**config.mk**
```make
export PLATFORM = sky130hd
export DESIGN_NAME = erc_ctrl
export DESIGN_NICKNAME = d
export VERILOG_FILES = /design/src/rtl/core/erc_pkg.sv /design/src/rtl/core/erc_ctrl.sv
export SDC_FILE = /design/constraint.sdc
export NUM_CORES = 1
export LEC_CHECK = 0
export BUFFER_PORTS_ARGS = -buffer_cell sky130_fd_sc_hd__buf_2
export CORE_UTILIZATION = 30
export DETAILED_ROUTE_END_ITERATION = 16
export GPL_TIMING_DRIVEN = 0
export PLACE_DENSITY = 0.61
export SETUP_SLACK_MARGIN = 0.5
export SKIP_LAST_GASP = 1
export SYNTH_ARGS = -nofsm -noshare
export SYNTH_HDL_FRONTEND = slang
export SYNTH_SLANG_ARGS = --single-unit
```
**constraint.sdc**
```tcl
create_clock -name clk -period 3.35 [get_ports clk]
set_clock_uncertainty 0.15 [all_clocks]
set_input_delay 0 -clock clk [delete_from_list [all_inputs] [get_ports clk]]
set_output_delay 0 -clock clk [all_outputs]
set_load 0.005 [all_outputs]
```
**src/rtl/core/erc_pkg.sv**
```systemverilog
`timescale 1ns / 1ps
// ============================================================================
// erc_pkg: shared definitions for the event rate and roughness counter
// Field widths, operation codes, controller states and the command and
// status groups that pass between the controller and the datapath.
// ============================================================================

package erc_pkg;

    // Fixed field widths of the channels.
    localparam int FUNC_W  = 3;
    localparam int DELTA_W = 32;
    localparam int VAL_W   = 64;
    localparam int OUT_W   = 48;

    // Defaults for the top-level parameters.
    localparam int TIME_BITS_DEF = 32;
    localparam int FRAC_BITS_DEF = 16;

    // A gap of 2^32 ticks or more squares past 64 bits, so the square
    // multiplier only ever sees the low 32 bits of a gap.
    localparam int SQ_HALF_W = VAL_W / 2;

    // The roughness product is built from four partial products of a
    // squared-gap half by a rate-magnitude half.
    localparam int RM_HALF_W = OUT_W / 2;
    localparam int PROD_W    = SQ_HALF_W + RM_HALF_W;
    localparam int ACC_W     = VAL_W + OUT_W;
    localparam int MUL_STEPS = 4;
    localparam int MUL_IDX_W = $clog2(MUL_STEPS);

    // Divider numerator: twice the roughness product; also holds the
    // scaled rate numerator for up to 49 fraction bits.
    localparam int NUM_W = ACC_W + 1;
    localparam int QUO_W = OUT_W;

    // Operation codes of the input word.
    typedef enum logic [FUNC_W-1:0] {
        FUNC_TICK       = 3'd0,
        FUNC_EVENT      = 3'd1,
        FUNC_READ       = 3'd2,
        FUNC_READ_RESET = 3'd3,
        FUNC_CLEAR      = 3'd4
    } func_t;

    // Controller states.
    typedef enum logic [2:0] {
        ST_IDLE,
        ST_DRAIN,
        ST_RATE_DIV,
        ST_MUL_GO,
        ST_MUL,
        ST_ROUGH_DIV,
        ST_LOAD
    } ctrl_state_t;

    // Commands from the controller to the datapath.
    typedef struct packed {
        logic tick_en;
        logic event_en;
        logic clear_en;
        logic div_start;
        logic div_sel_rough;
        logic rate_load;
        logic mul_start;
        logic rough_load;
        logic res_zero;
        logic out_load;
        logic interval_reset;
    } dp_cmd_t;

    // Status from the datapath to the controller.
    typedef struct packed {
        logic sq_busy;
        logic elapsed_zero;
        logic div_done;
        logic div_busy;
        logic mul_done;
    } dp_status_t;

endpackage

```
**src/rtl/core/erc_ctrl.sv**
```systemverilog
`timescale 1ns / 1ps
// ============================================================================
// erc_ctrl: controller of the event rate and roughness counter
// Accepts input words, issues single-cycle commands for ticks, events and
// clears, and sequences the divisions and multiplication of a read.
// ============================================================================

module erc_ctrl (
    input  logic                          clk,
    input  logic                          rst_n,
    input  logic                          in_valid,
    output logic                          in_ready,
    input  logic [erc_pkg::FUNC_W-1:0]    func,
    output logic                          out_valid,
    input  logic                          out_ready,
    output erc_pkg::dp_cmd_t              cmd,
    input  erc_pkg::dp_status_t           status
);
    import erc_pkg::*;

    ctrl_state_t state_reg, state_next;
    logic        read_reset_reg, read_reset_next;
    logic        out_valid_reg, out_valid_next;
    logic        out_free;

    assign out_free = !out_valid_reg || out_ready;

    // Next state.
    always_comb
    begin
        state_next      = state_reg;
        read_reset_next = read_reset_reg;
        case (state_reg)
            ST_IDLE:
            begin
                if (in_valid && ((func == FUNC_READ) || (func == FUNC_READ_RESET)))
                begin
                    state_next      = ST_DRAIN;
                    read_reset_next = (func == FUNC_READ_RESET);
                end
            end
            ST_DRAIN:
            begin
                if (!status.sq_busy)
                begin
                    state_next = status.elapsed_zero ? ST_LOAD : ST_RATE_DIV;
                end
            end
            ST_RATE_DIV:
            begin
                if (status.div_done)
                begin
                    state_next = ST_MUL_GO;
                end
            end
            ST_MUL_GO:
            begin
                state_next = ST_MUL;
            end
            ST_MUL:
            begin
                if (status.mul_done)
                begin
                    state_next = ST_ROUGH_DIV;
                end
            end
            ST_ROUGH_DIV:
            begin
                if (status.div_done)
                begin
                    state_next = ST_LOAD;
                end
            end
            ST_LOAD:
            begin
                if (out_free)
                begin
                    state_next = ST_IDLE;
                end
            end
            default:
            begin
                state_next = ST_IDLE;
            end
        endcase
    end

    // Outputs and datapath commands.
    always_comb
    begin
        cmd      = '0;
        in_ready = 1'b0;
        case (state_reg)
            ST_IDLE:
            begin
                in_ready = 1'b1;
                if (in_valid)
                begin
                    case (func)
                        FUNC_TICK:  cmd.tick_en  = 1'b1;
                        FUNC_EVENT: cmd.event_en = 1'b1;
                        FUNC_CLEAR: cmd.clear_en = 1'b1;
                        default:    cmd          = '0;
                    endcase
                end
            end
            ST_DRAIN:
            begin
                if (!status.sq_busy)
                begin
                    cmd.res_zero  = status.elapsed_zero;
                    cmd.div_start = !status.elapsed_zero;
                end
            end
            ST_RATE_DIV:
            begin
                cmd.rate_load = status.div_done;
            end
            ST_MUL_GO:
            begin
                cmd.mul_start = 1'b1;
            end
            ST_MUL:
            begin
                cmd.div_start     = status.mul_done;
                cmd.div_sel_rough = 1'b1;
            end
            ST_ROUGH_DIV:
            begin
                cmd.rough_load = status.div_done;
            end
            ST_LOAD:
            begin
                cmd.out_load       = out_free;
                cmd.interval_reset = out_free && read_reset_reg;
            end
            default:
            begin
                cmd = '0;
            end
        endcase
    end

    // The output register holds its word until the receiver takes it.
    always_comb
    begin
        if (cmd.out_load)
        begin
            out_valid_next = 1'b1;
        end
        else if (out_ready)
        begin
            out_valid_next = 1'b0;
        end
        else
        begin
            out_valid_next = out_valid_reg;
        end
    end

    always_ff @(posedge clk or negedge rst_n)
    begin
        if (!rst_n)
        begin
            state_reg      <= ST_IDLE;
            read_reset_reg <= 1'b0;
            out_valid_reg  <= 1'b0;
        end
        else
        begin
            state_reg      <= state_next;
            read_reset_reg <= read_reset_next;
            out_valid_reg  <= out_valid_next;
        end
    end

    assign out_valid = out_valid_reg;

    // A new result never overwrites one that is still waiting.
    a_no_overwrite: assert property (@(posedge clk) disable iff (!rst_n)
        cmd.out_load |-> (!out_valid_reg || out_ready))
        else $error("result word overwritten before it was taken");

    // The shared divider is started only when it is idle.
    a_div_idle_on_start: assert property (@(posedge clk) disable iff (!rst_n)
        cmd.div_start |-> !status.div_busy)
        else $error("divider started while busy");

endmodule

```
; Word-level counts from Yosys, hierarchy flattened
; Index checks and enable logic that the tools add are counted.
[classes]
add_sub_neg = 0
n_mul = 0
n_div = 0
order_cmp = 0
eq_ne = 16
n_shift = 0
n_mux = 25
bitwise = 0
reduce_logical = 11
[ops]
columns = cell, n
row1 = $mux W3, 8
row2 = $pmux W3 S7, 1
row3 = $eq A3 B2 Y1 const B, 4
row4 = $eq A3 B3 Y1 const B, 4
row5 = $ne A2 B2 Y1 const B, 6
row6 = $mux W11, 1
row7 = $pmux W1 S2, 5
row8 = $mux W1, 8
row9 = $eq A3 B1 Y1 const B, 2
row10 = $logic_not A3 Y1, 2
row11 = $reduce_and A6 Y1, 1
row12 = $pmux W2 S2, 1
row13 = $pmux W1 S3, 1
row14 = $logic_and A1 B1 Y1, 2
row15 = $logic_not A1 Y1, 2
row16 = $logic_or A1 B1 Y1, 2
row17 = $reduce_and A2 Y1, 1
row18 = $reduce_bool A2 Y1, 1
[totals]
reg_bits = 5
latchBits = 0
ram_bits = 0
romBits = 0
memories = 0

; Logic depth before layout (Yosys ltp)
[logic_depth]
depth_word = 5
mapped_depth = 4
mapped_depth_nobuf = 3

; Worst setup path after synthesis
; No wires, ideal clock.
[synth_timing]
path_kind = reg-to-reg
start = reg state_reg[0]
end = reg read_reset_reg
setup_time_ns = 0.125
arrival_ns = 1.155
slack_ns = 1.920
path_stages_with_launch = 4
synth_period_minus_slack_ns = 1.430
path_cell_list = dfrtp_1 > buf_2 > nor4_1 > mux2_2
[synth_between]
elab_chain_len = 2
[synth_lines]
columns = item, line_no
row1 = start: declaration, erc_ctrl.sv:21  ; ctrl_state_t state_reg, state_next;
row2 = start signal: assignment, erc_ctrl.sv:171  ; state_reg <= state_next;
row3 = $logic_not A3 Y1, erc_ctrl.sv:33  ; case (state_reg)
row4 = $reduce_and A2 Y1 (no source line), --
row5 = end signal: assignment, erc_ctrl.sv:172  ; read_reset_reg <= read_reset_next;
row6 = end: declaration, erc_ctrl.sv:22  ; logic read_reset_reg, read_reset_next;
; Every way passes these cells.
; A chain may end at the register's enable or synchronous reset.

==> out/results.txt <==
VDD IR max: 324 uV
Final period util: 51.6%
total global routing track utilization: 14.2%
CP Data Required Time: 3.20 ns
first-pass GRT wire length: 1500 um
num ports: 25
CP max stage delay: 0.55 ns
CP max FO: 4
port bufs: 23
sequential share of the synthesized area: 31.2%
largest area contributor in the netlist: dfrtp_1
Gate Count Post-Synth: 46
share of cells above drive strength 1: 44.2%
WL/cell: 10.9 um
filler-free cell count of the finished design: 91
Root Driver: clkbuf_4
max reg flops: 3
critical path cell sequence: or4b_4 > nor4b_2 > buf_2
Psw: 0.164 mW
synth unique cells: 24
net switching fraction of the power: 39.6%
Die Wd: 38.6 um
fin crit period: 1.73 ns
f_max: 578 MHz
Vias/cell: 4.84
Layout area overhead: 49.5%
CTS tree: built
Slew Viols, Final: 0
DR pass1 iterations: 4
DRT Wirelength: 988 um
commonest non-fill, non-tap cell in the layout: buf_2
drt first-iter violations: 7
slew at the pin with the worst max-slew slack: 0.275 ns
initial antenna violation count: 0
Slew headroom: 81.5%
RSZ-0062 raised after global routing: no
Min Hold Slack: 0.0187 ns
largest net degree at the start of global routing: 11
Initial Util: 34.3%
Synth Cell Area: 402 um^2
routed vias: 440
sequential power share: 26.1%
final hold vios: 0
slowest stage cell, crit path: or4b_4
post-CTS sizing: 0
ant diodes: 0
Synth Register Bits: 5
Ys Warns: 0
die area: 0.00149 mm^2
number of CTS-inserted buffers: 3
vias in the first global route: 388
clock buffer depth: 2
Final GP Congestion: 0.691
Rows: 12
Final TNS setup: 0 ns
Clk pwr share: 16.3%
setup slack, reg-to-reg: 1.81 ns
Synth top area share: 31.2%
Min-Delay Path Depth: 4
clk_lat worst skew: 0.23 ns
antenna-violating nets left: 0
Max-cap violations: 0
htree depth: 1
Die Ht: 38.6 um
startpoint types: register
critical path capture point type: output pin
Pwr Total: 0.415 mW
clk slew on worst S/H paths: 0.04 ns
DRC: 0
hold crit path type: in -> reg
Comb power frac: 57.6%
Placed Cells: 83
R2R cell count: 3
pwr/cell area: 691 mW/mm^2
GRT overflow: 0
Mapped Avg Cell Area: 8.73 um^2
Pint: 0.251 mW
Static Leakage: 0.305 nW
nets: 90
CTS Sinks: 5
status: finished, final reports clean
Post-DP HPWL: 710 um
Area contributors post-synth: dfrtp_1 (31%), nor4b_2 (7.5%), nand2b_1 (6.2%)
most frequent cells in the layout: buf_2 (26), dfrtp_1 (5), nand2b_1 (4), nor2_1 (4), dlygate4sd3_1 (4)
core footprint: 0.00117 mm^2
Util after Layout: 51.3%
Worst EP arrival: 1.58 ns
final setup violation count: 0
CP Class: reg -> out
Mapped Nets: 58
[synth_stat cells]
cell,count
nor3b_1,3
o21a_1,1
buf_4,1
a21o_1,1
nand2b_1,4
or4b_4,1
buf_2,3
dfrtp_1,5
mux2_2,1
nor2b_1,2
nor4_1,2
o21ai_0,2
o22a_1,1
nand3b_1,2
inv_1,1
a211o_1,1
a21oi_1,1
o32a_1,1
and2_1,1
nor2_1,4
nand2_1,3
nor3_1,2
o211ai_1,1
nor4b_2,2
[kinds of logic after synthesis]
| group | Yosys count | share of synthesized area, % |
|---|---|---|
| and+or+nand+nor | 26 | 43.3 |
| AOI/OAI and AO/OA | 9 | 16.2 |
| DFF | 5 | 31.2 |
| buffers and inverters | 5 | 6.54 |
| muxes | 1 | 2.80 |
[cell type report]
cell class | instances | area, um^2
well taps | 14 | 17.5
flip-flops and latches | 5 | 125
plain buffers | 4 | 22.5
multi-input cells | 36 | 250
clock buffers | 4 | 26.3
inverters | 1 | 3.75
repair buffers | 27 | 155
fillers | 117 | 571
[metrics by stage]
stage / worst slack [ns] / area, um^2
CTS: 1.61 / 601
finish: 1.62 / 601
global placement: 1.79 / 534
global route: 1.55 / 601
floorplan: 1.92 / 402
detailed placement: 1.80 / 534
[layer usage]
| layer | global-route usage (%) | routed length, um |
|---|---|---|
| met4 | 5.17 | 0 |
| met3 | 0 | 26 |
| met1 | 18.4 | 438 |
| met5 | 0 | 0 |
| met2 | 25.0 | 522 |
[critical path: cells and delay by family, from the launching register on]
kind,cells,cell delay (ns)
AND/OR/NAND/NOR,2,0.80
flip-flops,1,0.40
buffers and inverters,1,0.14
[worst paths after layout]
kind	from	endpoint
worst min-delay path	status[0]	state_reg[0]$_DFFE_PN0P_
min in group asynchronous	rst_n	read_reset_reg$_DFFE_PN0P_
worst max-delay path	state_reg[0]$_DFFE_PN0P_	cmd[8]
worst min register to register	read_reset_reg$_DFFE_PN0P_	read_reset_reg$_DFFE_PN0P_
max in group asynchronous	rst_n	state_reg[1]$_DFFE_PN0P_
worst max register to register	state_reg[0]$_DFFE_PN0P_	read_reset_reg$_DFFE_PN0P_
[power groups by stage]
stage               logic, mW  registers, mW  clock network [mW]
floorplan               0.166          0.105                   0
global placement        0.236          0.107                   0
CTS                     0.241          0.107              0.0712
finish                  0.239          0.108              0.0677
detailed placement      0.237          0.108                   0
global route            0.271          0.111              0.0753
[timing repair]
item,CTS,global route
setup buffers,0,0
hold buffers,4,0
endpoints found under the hold margin,7,0
Note: power is estimated with default switching activity, not from simulation.
